`src/hdl/utlm_pkg.sv`:
```
// Package with the types and constants of the ultrasonic tank level meter.
`default_nettype none

package utlm_pkg;

	// Default store depth of the frame buffer.
	localparam int FRAME_DEPTH_DEF = 10;

	// Field widths.
	localparam int BYTE_W = 8;
	localparam int DIST_W = 16;
	localparam int PCT_W  = 8;

	// Divider sizes: the quotient never exceeds 100, so seven bits suffice.
	localparam int QUOT_W = 7;
	localparam int NUM_W  = DIST_W + QUOT_W;

	// Sensor link characters and limits.
	localparam logic [BYTE_W-1:0] BYTE_CR    = 8'h0D;
	localparam logic [BYTE_W-1:0] BYTE_R     = 8'h52;
	localparam logic [BYTE_W-1:0] BYTE_UNSET = 8'hFF;
	localparam logic [DIST_W-1:0] DIGIT_ZERO = 16'h0030;
	localparam logic [DIST_W-1:0] SENSOR_TOP = 16'h1380;
	localparam logic [PCT_W-1:0]  PCT_FULL   = 8'd100;
	localparam logic [PCT_W-1:0]  PCT_LOW    = 8'd1;
	localparam logic [NUM_W-1:0]  PCT_SCALE  = 23'd100;

	// Frame layout: tag byte, four digits, terminator.
	localparam int TAG_POS   = 0;
	localparam int DIGIT_POS = 1;
	localparam int TERM_POS  = 5;
	localparam int DIGIT_CNT = 4;

	// Reset values of the configuration registers.
	localparam logic [DIST_W-1:0] EMPTY_RST = 16'hFFFF;
	localparam logic [DIST_W-1:0] FULL_RST  = 16'd300;

	// Configuration register indexes.
	typedef enum logic {
		CFG_EMPTY = 1'b0,
		CFG_FULL  = 1'b1
	} cfg_idx_t;

	// Sequencer states.
	typedef enum logic [2:0] {
		ST_IDLE,
		ST_CHECK,
		ST_SUM,
		ST_PCT,
		ST_DIV,
		ST_DONE
	} state_t;

endpackage

`default_nettype wire

```
`src/hdl/ultrasonic_tank_level_meter.sv`:
```
// Top level of the ultrasonic tank level meter: frame capture, digit sum and fill divider.
//
// Channel   Direction  Handshake               Payload
// in        sink       in_valid / in_stall     rx_byte
// out       source     out_valid / out_stall   frame_ok, distance_mm, fill_percent
// cfg       sink       cfg_valid / cfg_ready   cfg_index, cfg_data
//
// A byte other than carriage return is stored and gives no result.
// A carriage return starts the check step; a rejected frame then goes straight to the result,
// a valid one first passes four Horner steps of the digit accumulator and a range step,
// and one that needs a division also seven steps of the restoring divider; the result is
// then held until transferred.
// in_stall stays high from a carriage return until its result has been transferred.
// Reset clears the frame store, the index, the last reading and loads the register defaults.
`default_nettype none

module ultrasonic_tank_level_meter #(
	parameter int FRAME_DEPTH = utlm_pkg::FRAME_DEPTH_DEF
) (
	input  wire logic                         clk,
	input  wire logic                         arst_n,
	input  wire logic                         in_valid,
	output logic                              in_stall,
	input  wire logic [utlm_pkg::BYTE_W-1:0]  rx_byte,
	output logic                              out_valid,
	input  wire logic                         out_stall,
	output logic                              frame_ok,
	output logic      [utlm_pkg::DIST_W-1:0]  distance_mm,
	output logic      [utlm_pkg::PCT_W-1:0]   fill_percent,
	input  wire logic                         cfg_valid,
	output logic                              cfg_ready,
	input  wire logic                         cfg_index,
	input  wire logic [utlm_pkg::DIST_W-1:0]  cfg_data
);

	localparam int IDX_W = (FRAME_DEPTH > 1) ? $clog2(FRAME_DEPTH) : 1;
	localparam logic [IDX_W-1:0] IDX_LAST = IDX_W'(FRAME_DEPTH - 1);

	utlm_pkg::state_t state_q, state_d;

	logic [utlm_pkg::BYTE_W-1:0] store_q [FRAME_DEPTH];
	logic [IDX_W-1:0]            wr_idx_q;
	logic [utlm_pkg::DIST_W-1:0] empty_q, full_q;
	logic [utlm_pkg::DIST_W-1:0] dist_q, acc_q;
	logic [utlm_pkg::PCT_W-1:0]  pct_q;
	logic                        ok_q;
	logic [2:0]                  step_q;
	logic [utlm_pkg::NUM_W-1:0]  num_q, ds_q;
	logic [utlm_pkg::QUOT_W-1:0] quot_q;

	logic                        in_xfer, out_xfer, is_cr;
	logic                        frame_valid, cfg_unset, in_span, beyond_empty, near_full;
	logic [IDX_W-1:0]            digit_sel;
	logic [utlm_pkg::DIST_W-1:0] digit_val, acc_next;
	logic                        div_take;

	// Configuration is always accepted.
	assign cfg_ready = 1'b1;

	// Handshake events.
	assign in_xfer  = in_valid && !in_stall;
	assign out_xfer = out_valid && !out_stall;
	assign is_cr    = (rx_byte == utlm_pkg::BYTE_CR);

	// Frame check and range decisions for the fill calculation.
	always_comb begin
		frame_valid  = (store_q[utlm_pkg::TAG_POS] == utlm_pkg::BYTE_R) &&
		               (store_q[utlm_pkg::TERM_POS] == utlm_pkg::BYTE_CR);
		cfg_unset    = (empty_q[15:8] == utlm_pkg::BYTE_UNSET) ||
		               (empty_q[7:0] == utlm_pkg::BYTE_UNSET);
		in_span      = (dist_q >= full_q) && (dist_q < empty_q);
		beyond_empty = (dist_q > empty_q);
		near_full    = (dist_q < full_q);
	end

	// Horner step of the digit accumulator: acc * 10 + digit, modulo 2^16.
	always_comb begin
		digit_sel = IDX_W'(utlm_pkg::DIGIT_POS) + IDX_W'(step_q[1:0]);
		digit_val = {{(utlm_pkg::DIST_W - utlm_pkg::BYTE_W){1'b0}}, store_q[digit_sel]}
		            - utlm_pkg::DIGIT_ZERO;
		acc_next  = (acc_q << 3) + (acc_q << 1) + digit_val;
	end

	// Restoring divider compare.
	assign div_take = (num_q >= ds_q);

	// Next-state logic of the sequencer.
	always_comb begin
		state_d = state_q;
		unique case (state_q)
			utlm_pkg::ST_IDLE: begin
				if (in_xfer && is_cr) state_d = utlm_pkg::ST_CHECK;
			end
			utlm_pkg::ST_CHECK: begin
				state_d = frame_valid ? utlm_pkg::ST_SUM : utlm_pkg::ST_DONE;
			end
			utlm_pkg::ST_SUM: begin
				if (step_q == 3'(utlm_pkg::DIGIT_CNT - 1)) state_d = utlm_pkg::ST_PCT;
			end
			utlm_pkg::ST_PCT: begin
				state_d = (!cfg_unset && in_span) ? utlm_pkg::ST_DIV : utlm_pkg::ST_DONE;
			end
			utlm_pkg::ST_DIV: begin
				if (step_q == 3'd0) state_d = utlm_pkg::ST_DONE;
			end
			utlm_pkg::ST_DONE: begin
				if (!out_stall) state_d = utlm_pkg::ST_IDLE;
			end
			default: state_d = utlm_pkg::ST_IDLE;
		endcase
	end

	// Handshake outputs of the sequencer.
	always_comb begin
		in_stall  = (state_q != utlm_pkg::ST_IDLE);
		out_valid = (state_q == utlm_pkg::ST_DONE);
	end

	// Result payload comes straight from the held registers.
	assign frame_ok     = ok_q;
	assign distance_mm  = dist_q;
	assign fill_percent = pct_q;

	// State register.
	always_ff @(posedge clk or negedge arst_n) begin
		if (!arst_n) begin
			state_q <= utlm_pkg::ST_IDLE;
		end else begin
			state_q <= state_d;
		end
	end

	// Configuration registers.
	always_ff @(posedge clk or negedge arst_n) begin
		if (!arst_n) begin
			empty_q <= utlm_pkg::EMPTY_RST;
			full_q  <= utlm_pkg::FULL_RST;
		end else if (cfg_valid && cfg_ready) begin
			unique case (utlm_pkg::cfg_idx_t'(cfg_index))
				utlm_pkg::CFG_EMPTY: empty_q <= cfg_data;
				utlm_pkg::CFG_FULL:  full_q  <= cfg_data;
				default: ;
			endcase
		end
	end

	// Frame store and its wrapping write index.
	always_ff @(posedge clk or negedge arst_n) begin
		if (!arst_n) begin
			for (int i = 0; i < FRAME_DEPTH; i++) store_q[i] <= '0;
			wr_idx_q <= '0;
		end else if (in_xfer) begin
			store_q[wr_idx_q] <= rx_byte;
			if (is_cr || wr_idx_q == IDX_LAST) begin
				wr_idx_q <= '0;
			end else begin
				wr_idx_q <= wr_idx_q + IDX_W'(1);
			end
		end
	end

	// Last reading, kept across rejected frames, and frame status.
	always_ff @(posedge clk or negedge arst_n) begin
		if (!arst_n) begin
			dist_q <= '0;
			pct_q  <= '0;
			ok_q   <= 1'b0;
		end else begin
			unique case (state_q)
				utlm_pkg::ST_CHECK: ok_q <= frame_valid;
				utlm_pkg::ST_SUM: begin
					if (step_q == 3'(utlm_pkg::DIGIT_CNT - 1)) dist_q <= acc_next;
				end
				utlm_pkg::ST_PCT: begin
					if (!cfg_unset && !in_span) begin
						if (beyond_empty) begin
							pct_q <= (dist_q > utlm_pkg::SENSOR_TOP) ? utlm_pkg::PCT_FULL
							                                          : utlm_pkg::PCT_LOW;
						end else if (near_full) begin
							pct_q <= utlm_pkg::PCT_FULL;
						end
					end
				end
				utlm_pkg::ST_DIV: begin
					if (step_q == 3'd0) pct_q <= {1'b0, quot_q[utlm_pkg::QUOT_W-2:0], div_take};
				end
				default: ;
			endcase
		end
	end

	// Working registers of the accumulator and the divider.
	always_ff @(posedge clk) begin
		unique case (state_q)
			utlm_pkg::ST_CHECK: begin
				acc_q  <= '0;
				step_q <= '0;
			end
			utlm_pkg::ST_SUM: begin
				acc_q  <= acc_next;
				step_q <= step_q + 3'd1;
			end
			utlm_pkg::ST_PCT: begin
				// Numerator (empty - d) * 100, divisor (empty - full) aligned to the top quotient bit.
				num_q  <= utlm_pkg::NUM_W'(empty_q - dist_q) * utlm_pkg::PCT_SCALE;
				ds_q   <= utlm_pkg::NUM_W'(empty_q - full_q) << (utlm_pkg::QUOT_W - 1);
				quot_q <= '0;
				step_q <= 3'(utlm_pkg::QUOT_W - 1);
			end
			utlm_pkg::ST_DIV: begin
				if (div_take) num_q <= num_q - ds_q;
				ds_q   <= ds_q >> 1;
				quot_q <= {quot_q[utlm_pkg::QUOT_W-2:0], div_take};
				step_q <= step_q - 3'd1;
			end
			default: ;
		endcase
	end

	// The block never takes a byte while a result is on offer.
	a_no_accept_while_offer: assert property (@(posedge clk) disable iff (!arst_n)
		out_valid |-> in_stall)
		else $error("byte accepted while a result is pending");

	// A carriage return always restarts the frame at entry zero.
	a_cr_resets_index: assert property (@(posedge clk) disable iff (!arst_n)
		(in_xfer && is_cr) |=> (wr_idx_q == '0))
		else $error("write index not cleared after carriage return");

	// The write index stays inside the store.
	a_index_in_range: assert property (@(posedge clk) disable iff (!arst_n)
		wr_idx_q <= IDX_LAST)
		else $error("write index beyond the frame store");

	// The partial remainder stays below twice the shifted divisor.
	a_div_bound: assert property (@(posedge clk) disable iff (!arst_n)
		(state_q == utlm_pkg::ST_DIV) |-> ({1'b0, num_q} < {ds_q, 1'b0}))
		else $error("divider remainder out of bound");

	// A rejected frame leaves the reading untouched.
	a_reject_keeps: assert property (@(posedge clk) disable iff (!arst_n)
		(state_q == utlm_pkg::ST_CHECK && !frame_valid) |=> $stable(dist_q) && $stable(pct_q))
		else $error("rejected frame changed the reading");

endmodule

`default_nettype wire
```
`config.mk`:
```
export PLATFORM = sky130hd
export DESIGN_NAME = ultrasonic_tank_level_meter
export DESIGN_NICKNAME = d
export VERILOG_FILES = /design/src/hdl/utlm_pkg.sv /design/src/hdl/ultrasonic_tank_level_meter.sv
export SDC_FILE = /design/constraint.sdc
export NUM_CORES = 1
export LEC_CHECK = 0
export BUFFER_PORTS_ARGS = -buffer_cell sky130_fd_sc_hd__buf_2
export CAP_MARGIN = 20
export CORE_MARGIN = 2
export CORE_UTILIZATION = 30
export DETAILED_ROUTE_END_ITERATION = 10
export PLACE_DENSITY = 0.42
export SLEW_MARGIN = 30
export SYNTH_ARGS = -nofsm -noshare
export SYNTH_HDL_FRONTEND = slang
export SYNTH_SLANG_ARGS = --single-unit
```
`constraint.sdc`:
```
create_clock -name clk -period 9.16 [get_ports clk]
set_clock_uncertainty 0.05 [all_clocks]
set_input_delay 0.916 -clock clk [delete_from_list [all_inputs] [get_ports clk]]
set_output_delay 0.916 -clock clk [all_outputs]
set_load 0.05 [all_outputs]
```
==> metrics, run 1 <==
status=completed; Yosys warnings=0; number of CTS-inserted buffers=17; Starting Density=0.303; Final min period=5490 ps; Final Max Tran Viols=0; post-synthesis sequential area ratio=0.376; Worst path slowest cell=nor2_1; DR WL/cell=18.1 um; Hold Buf Count CTS=0; DRT iter0 DRCs=392; via count=9876; gr usage total=0.155; gr ovfl total=0; Crit path max-delay family=adder cells; DIE HEIGHT=221 um; max incr delay on CP=700 ps; nature of the critical path startpoint=flip-flop; FF-to-FF Start=step_q[0]$_SDFFCE_PN0P_; Worst Setup End Kind=flip-flop; Clock Latency Late Sink=~490 ps; post-route ant nets=0; reg-to-reg slack, setup=3670 ps; row cnt=79; post-synthesis register bit count=197; Tcrit/Tclk final=0.599; vias per inst=4.87; Final #Nets=roughly 1.6k; crit path cell chain=buf_4 -> inv_1 -> ha_1 -> buf_4 -> mux4_2 -> mux2_2 -> ha_1 -> nor2_1 -> fa_1 -> ha_1 -> a21oi_1 -> o21ai_0 -> a21oi_1 -> nor2b_1 -> xor2_1 -> nor2_1; CP bufs+invs=3; Hold Vio Cnt, Final=0; CP dominant cell by count=ha_1; H-tree depth=4; syn_nets=1565; commonest non-fill, non-tap cell in the layout=inv_1; antenna violations before repair=0; Placer Congestion=0.782; ant diodes=0; Crit. Startpoint=step_q[0]$_SDFFCE_PN0P_; IO Pins=58; Setup Viol. Count Final=0; RR Endpoint=acc_q[12]$_SDFFCE_PN0P_; layout cell share with drive strength beyond 1=0.183; worst r2r path cells=16; CTS tree=yes; fraction of registers with async set/reset=0.645; Slew HR=0.357; fmax=0.182 GHz; RSZ-0062 raised after global routing=no; Detailed Place HPWL=28200 um; Netlist cell types=74; most common flop cell mapped by yosys=dfrtp_1; WP data required=between 9000 and 10000 ps; Post-Syn Area per Cell=10.4 sq um; Core Box Area=about 0.047 sq mm; Mapped Area=approximately 0.014 sq mm; Post-CTS Repair Setup Buffers=0; Slew @ Worst Pin=962 ps; Mapped Cells=1361; most frequent cells in the layout=164 x inv_1, 141 x ha_1, 107 x dfrtp_1; HP Class=primary input to async pin; clock-pin slew on the worst setup and hold paths=80 ps; total negative setup slack=0 ps; Worst Path Max Fanout=19; DRT Pass-1 Iters=4; area grow syn2layout=11.3%; full die area=0.0488 sq mm; critical path type=flip-flop to flip-flop; number of buffers added on ports=55; CP arrival=5650 ps; Root Buffer=clkbuf_16; CTS max path bufs=2; CTS sink cnt=197; number of synthesized flops with an enable pin=70; routed wire length=36700 um; vias in the first global route=10.2k; pin count of the biggest net entering global routing=74; max-cap viol count=0; first-pass GRT wire length=58400 um; DRC errors left=0; Horiz. Die Dim=about 220 um; cts repair resizes=0
[registers in the layout, summed over array words and instances (netlist names)]
signal	cells
quot_q	6
store_q	64
empty_q	16
frame_ok	1
fill_percent	7
distance_mm	16
ds_q	23
wr_idx_q	4
step_q	3
state_q	3
acc_q	15
full_q	16
num_q	23
[metal layers]
| metal | vias to the layer above | track usage | part of all wire |
|---|---|---|---|
| met5 | - | 0 | 0 |
| li1 | 4897 | - | - |
| met4 | 0 | 0.0411 | 0.014 |
| met3 | 24 | 0.0373 | 0.034 |
| met1 | 4843 | 0.211 | 0.49 |
| met2 | 112 | 0.247 | 0.46 |
[layout make-up]
type,count,area [sq um]
clock buffers,19,464
clock inverters,13,168
fillers,4735,30800
inverters,165,619
multi-input cells,964,8070
flip-flops and latches,197,5310
well taps,607,759
repair buffers,62,338
[synth_stat cells (all sizes together), types with 5 or more instances]
cell type,number,area [sq um]
o31ai,10,75.1
a21oi,86,445
and2,11,68.8
nor3b,9,67.6
clkbuf,16,60.1
o21ai,62,314
or2,7,43.8
nand2,75,282
a21o,22,165
a31oi,15,100
nand3,25,125
buf,19,90.1
o211ai,5,37.5
and3,12,75.1
xnor2,40,350
nand4,15,93.8
or3,10,62.6
fa,33,661
xor2,37,324
inv,165,619
a211oi,11,82.6
mux4,16,360
o21a,12,90.1
mux2,107,1220
a211o,6,52.6
ha,141,1760
nor3,15,75.1
mux2i,14,140
dfstp,20,526
edfxtp,70,2100
nor2b,17,114
dfrtp,107,2680
nor2,89,334
nand2b,13,81.3
[per-stage QoR]
stage          std cells  hold WS (ps)   util  setup WS (ps)  area, sq um
3_3_place_gp        1995           422  0.324           3610        15100
6_report            2027           320  0.338           3670        15700
2_1_floorplan       1361           409      -           3760        14100
4_1_cts             2027           309  0.338           3560        15700
3_5_place_dp        1995           429  0.324           3580        15100
5_1_grt             2027           331  0.338           3200        15700
[worst max path at each step]
stage | cells past startpoint | to | slack (ps)
finish | 16 | acc_q[12]$_SDFFCE_PN0P_ | 3670
global route | 16 | acc_q[12]$_SDFFCE_PN0P_ | 3200
CTS | 16 | acc_q[12]$_SDFFCE_PN0P_ | 3560
detailed placement | 16 | acc_q[12]$_SDFFCE_PN0P_ | 3580
global placement | 16 | acc_q[12]$_SDFFCE_PN0P_ | 3610
floorplan | 18 | acc_q[11]$_SDFFCE_PN0P_ | 3760
[cell families (layout without fill, tap and decap cells)]
group,Yosys count,in the layout,share of synthesized area
adders and majority gates,174,174,0.172
buffers and inverters,200,259,0.0545
and+or+nand+nor,311,311,0.108
AOI/OAI and AO/OA,263,263,0.120
other,2,2,0.000532
xor gates and xnor gates,77,77,0.0478
muxes,137,137,0.122
DFF,197,197,0.376
Power of run 1 is left out: the tool's default activity adds up to more than one toggle a clock period on the data nets, which glitch-free logic cannot reach.
==> run 2: changes to the inputs <==
--- a/config.mk
+++ b/config.mk
@@ -10,7 +10,7 @@
 export CORE_MARGIN = 2
 export CORE_UTILIZATION = 30
 export DETAILED_ROUTE_END_ITERATION = 10
-export PLACE_DENSITY = 0.42
+export PLACE_DENSITY = 0.43
 export SLEW_MARGIN = 30
 export SYNTH_ARGS = -nofsm -noshare
 export SYNTH_HDL_FRONTEND = slang
==> constraint.sdc (replaced) <==
create_clock -name clk -period 5 [get_ports clk]
set_clock_uncertainty 0.05 [all_clocks]
set_input_delay 0.5 -clock clk [delete_from_list [all_inputs] [get_ports clk]]
set_output_delay 0.5 -clock clk [all_outputs]
set_load 0.05 [all_outputs]
==> metrics, run 2 (same netlist as run 1, synthesis figures left out) <==
Hold Vio Cnt, Final=0 (unchanged); vias per inst=4.80 (-1.4%); Core Box Area=0.0466 sq mm (unchanged); nature of the critical path startpoint=flip-flop; Placer Congestion=0.775 (-0.79%); status=completed; Cell Area, Placed=0.0156 sq mm (+3.6%); Clock Latency Late Sink=500 ps (about the same); Slew HR=0.374 (+0.0168); DIE HEIGHT=221 um (unchanged); final instance area=0.0167 sq mm (+5.9%); Final Max Tran Viols=0 (unchanged); commonest non-fill, non-tap cell in the layout=inv_1; max reg flops=64 (unchanged); number of CTS-inserted buffers=17 (unchanged); Setup Viol. Count Final=0 (unchanged); critical path type=flip-flop to flip-flop; clock-pin slew on the worst setup and hold paths=80 ps (about the same); HP Class=primary input to flip-flop; WP data required=5180 ps (-4140 ps); Final #Nets=1687 (+4.7%); CTS tree=yes; Tcrit/Tclk final=0.990 (+0.391); CTS max path bufs=2 (unchanged); DRC errors left=0 (unchanged); hold_sp=cfg_data[1]; reg-to-reg slack, setup=50 ps (-3630 ps); Slew @ Worst Pin=930 ps (-32.7 ps); max incr delay on CP=540 ps (-160 ps); area grow syn2layout=17.9%; most frequent cells in the layout=157 x inv_1, 132 x ha_1, 102 x mux2_2, 102 x dfrtp_1, 85 x nor2_1; H-tree depth=4 (unchanged); Worst Path Max Fanout=5 (-14); Worst Setup End Kind=flip-flop; Root Buffer=clkbuf_16; RR Endpoint=num_q[19]$_DFFE_PP_; FF-to-FF Start=empty_q[0]$_DFFE_PN1P_; CP bufs+invs=4 (+1); CP arrival=5130 ps (-520 ps); Largest regs=store_q x64, ds_q x23, num_q x23; vias in the first global route=10.3k (+0.89%); crit path cell chain=inv_2 -> ha_4 -> fa_2 -> nor2b_4 -> o21ai_2 -> a21oi_2 -> o41ai_4 -> xnor2_1 -> ha_1 -> ha_1 -> inv_1 -> fa_1 -> inv_2 -> ha_4 -> and2_4 -> a31oi_4 -> o31ai_4 -> o41ai_4 -> buf_4 -> o21bai_1 -> a21oi_1 -> xor2_1 -> mux2i_1; post-route insts no fill=2103 (+3.7%); gr ovfl total=0 (unchanged); pin count of the biggest net entering global routing=91 (+23%); via count=10.1k (+2.3%); first-pass GRT wire length=58400 um (unchanged); ant diodes=0 (unchanged); Placed Cells=2063 (+3.4%); Starting Density=0.303 (unchanged); Detailed Place HPWL=28200 um (-0.17%); Horiz. Die Dim=221 um (unchanged); Worst path slowest cell=dfstp_2; worst r2r path cells=23 (+7); Most flops, register=store_q; gr usage total=0.155 (-0.000635); row cnt=79 (unchanged); layout cell share with drive strength beyond 1=0.261 (+0.0783); DR WL/cell=17.4 um (-3.9%); post-route ant nets=0 (unchanged); RSZ-0062 raised after global routing=yes; max-cap viol count=0 (unchanged); routed wire length=36600 um (-0.26%); Worst Hold Path Cells=3; fmax=0.202 GHz (+11%); IO Pins=58 (unchanged); full die area=0.0488 sq mm (unchanged); Final min period=4950 ps (-535 ps); Hold EP=empty_q[1]$_DFFE_PN1P_; antenna violations before repair=0 (unchanged); Crit path max-delay family=adder cells; number of buffers added on ports=55 (unchanged); DRT iter0 DRCs=446 (+14%); DRT Pass-1 Iters=5 (+1); CTS sink cnt=197 (unchanged)
[run 2: cell count changes in the layout (fill, tap and decap cells not counted), moves of 5 or more]
cell     delta
buf_4      +74
dfrtp_1     -5
inv_2       +7
ha_4        +8
dfrtp_2     +5
ha_1        -9
inv_1       -7
[run 2: routing by layer]
metal | wire length (um) | GRT usage | up-vias
li1 | - | - | 5042
met1 | 18000 | 0.210 | 4942
met2 | 17300 | 0.250 | 92
met3 | 719 | 0.0254 | 25
met4 | 537 | 0.0507 | 0
met5 | 0 | 0 | -
[run 2: timing repair]
item                       CTS  global route
hold buffers                 0             1
resized for setup           31            33
hold endpoints to repair     0            20
setup endpoints to repair    6             9
pin swaps                   29            22
buffers inserted             5             1
[run 2: cell type report]
type / count / area [sq um]
inverter: 165 / 619
clock inverter: 14 / 173
fill: 4719 / 29900
timing repair buffer: 138 / 940
multi-input combinational: 964 / 8420
tap: 607 / 759
clock buffer: 18 / 439
sequential: 197 / 5310
[run 2: per-stage QoR]
stage	setup TNS [ps]	utilization	hold WS [ps]	setup slack [ps]
floorplan	0	-	154	13.7
global placement	-373	0.336	427	-174
detailed placement	-670	0.336	430	-249
CTS	-61.5	0.353	23.7	-52.9
global route	-696	0.358	175	-218
finish	0	0.358	191	48.8
[run 2: worst max path at each step]
| stage | start | endpoint | slack (ps) | cells after the start |
|---|---|---|---|---|
| final | empty_q[0]$_DFFE_PN1P_ | num_q[19]$_DFFE_PP_ | 50 | 23 |
| after global routing | empty_q[2]$_DFFE_PN1P_ | num_q[22]$_DFFE_PP_ | -220 | 21 |
| after CTS | empty_q[2]$_DFFE_PN1P_ | num_q[22]$_DFFE_PP_ | -50 | 21 |
| after detailed placement | empty_q[0]$_DFFE_PN1P_ | num_q[21]$_DFFE_PP_ | -250 | 22 |
| after global placement | empty_q[0]$_DFFE_PN1P_ | num_q[21]$_DFFE_PP_ | -170 | 22 |
| after floorplan | distance_mm[2]$_DFFE_PN0P_ | num_q[22]$_DFFE_PP_ | 10 | 21 |
[run 2: worst reg2reg max path: stages (launching register included)]
cell and delay (ps):
dfstp_2 540, inv_2 50, ha_4 160, fa_2 380
nor2b_4 120, o21ai_2 60, a21oi_2 220, o41ai_4 130
xnor2_1 160, ha_1 310, ha_1 270, inv_1 50
fa_1 500, inv_2 50, ha_4 220, and2_4 170
a31oi_4 160, o31ai_4 120, o41ai_4 340, buf_4 180
o21bai_1 60, a21oi_1 150, xor2_1 150, mux2i_1 80
Power of run 2 is left out for the same reason.
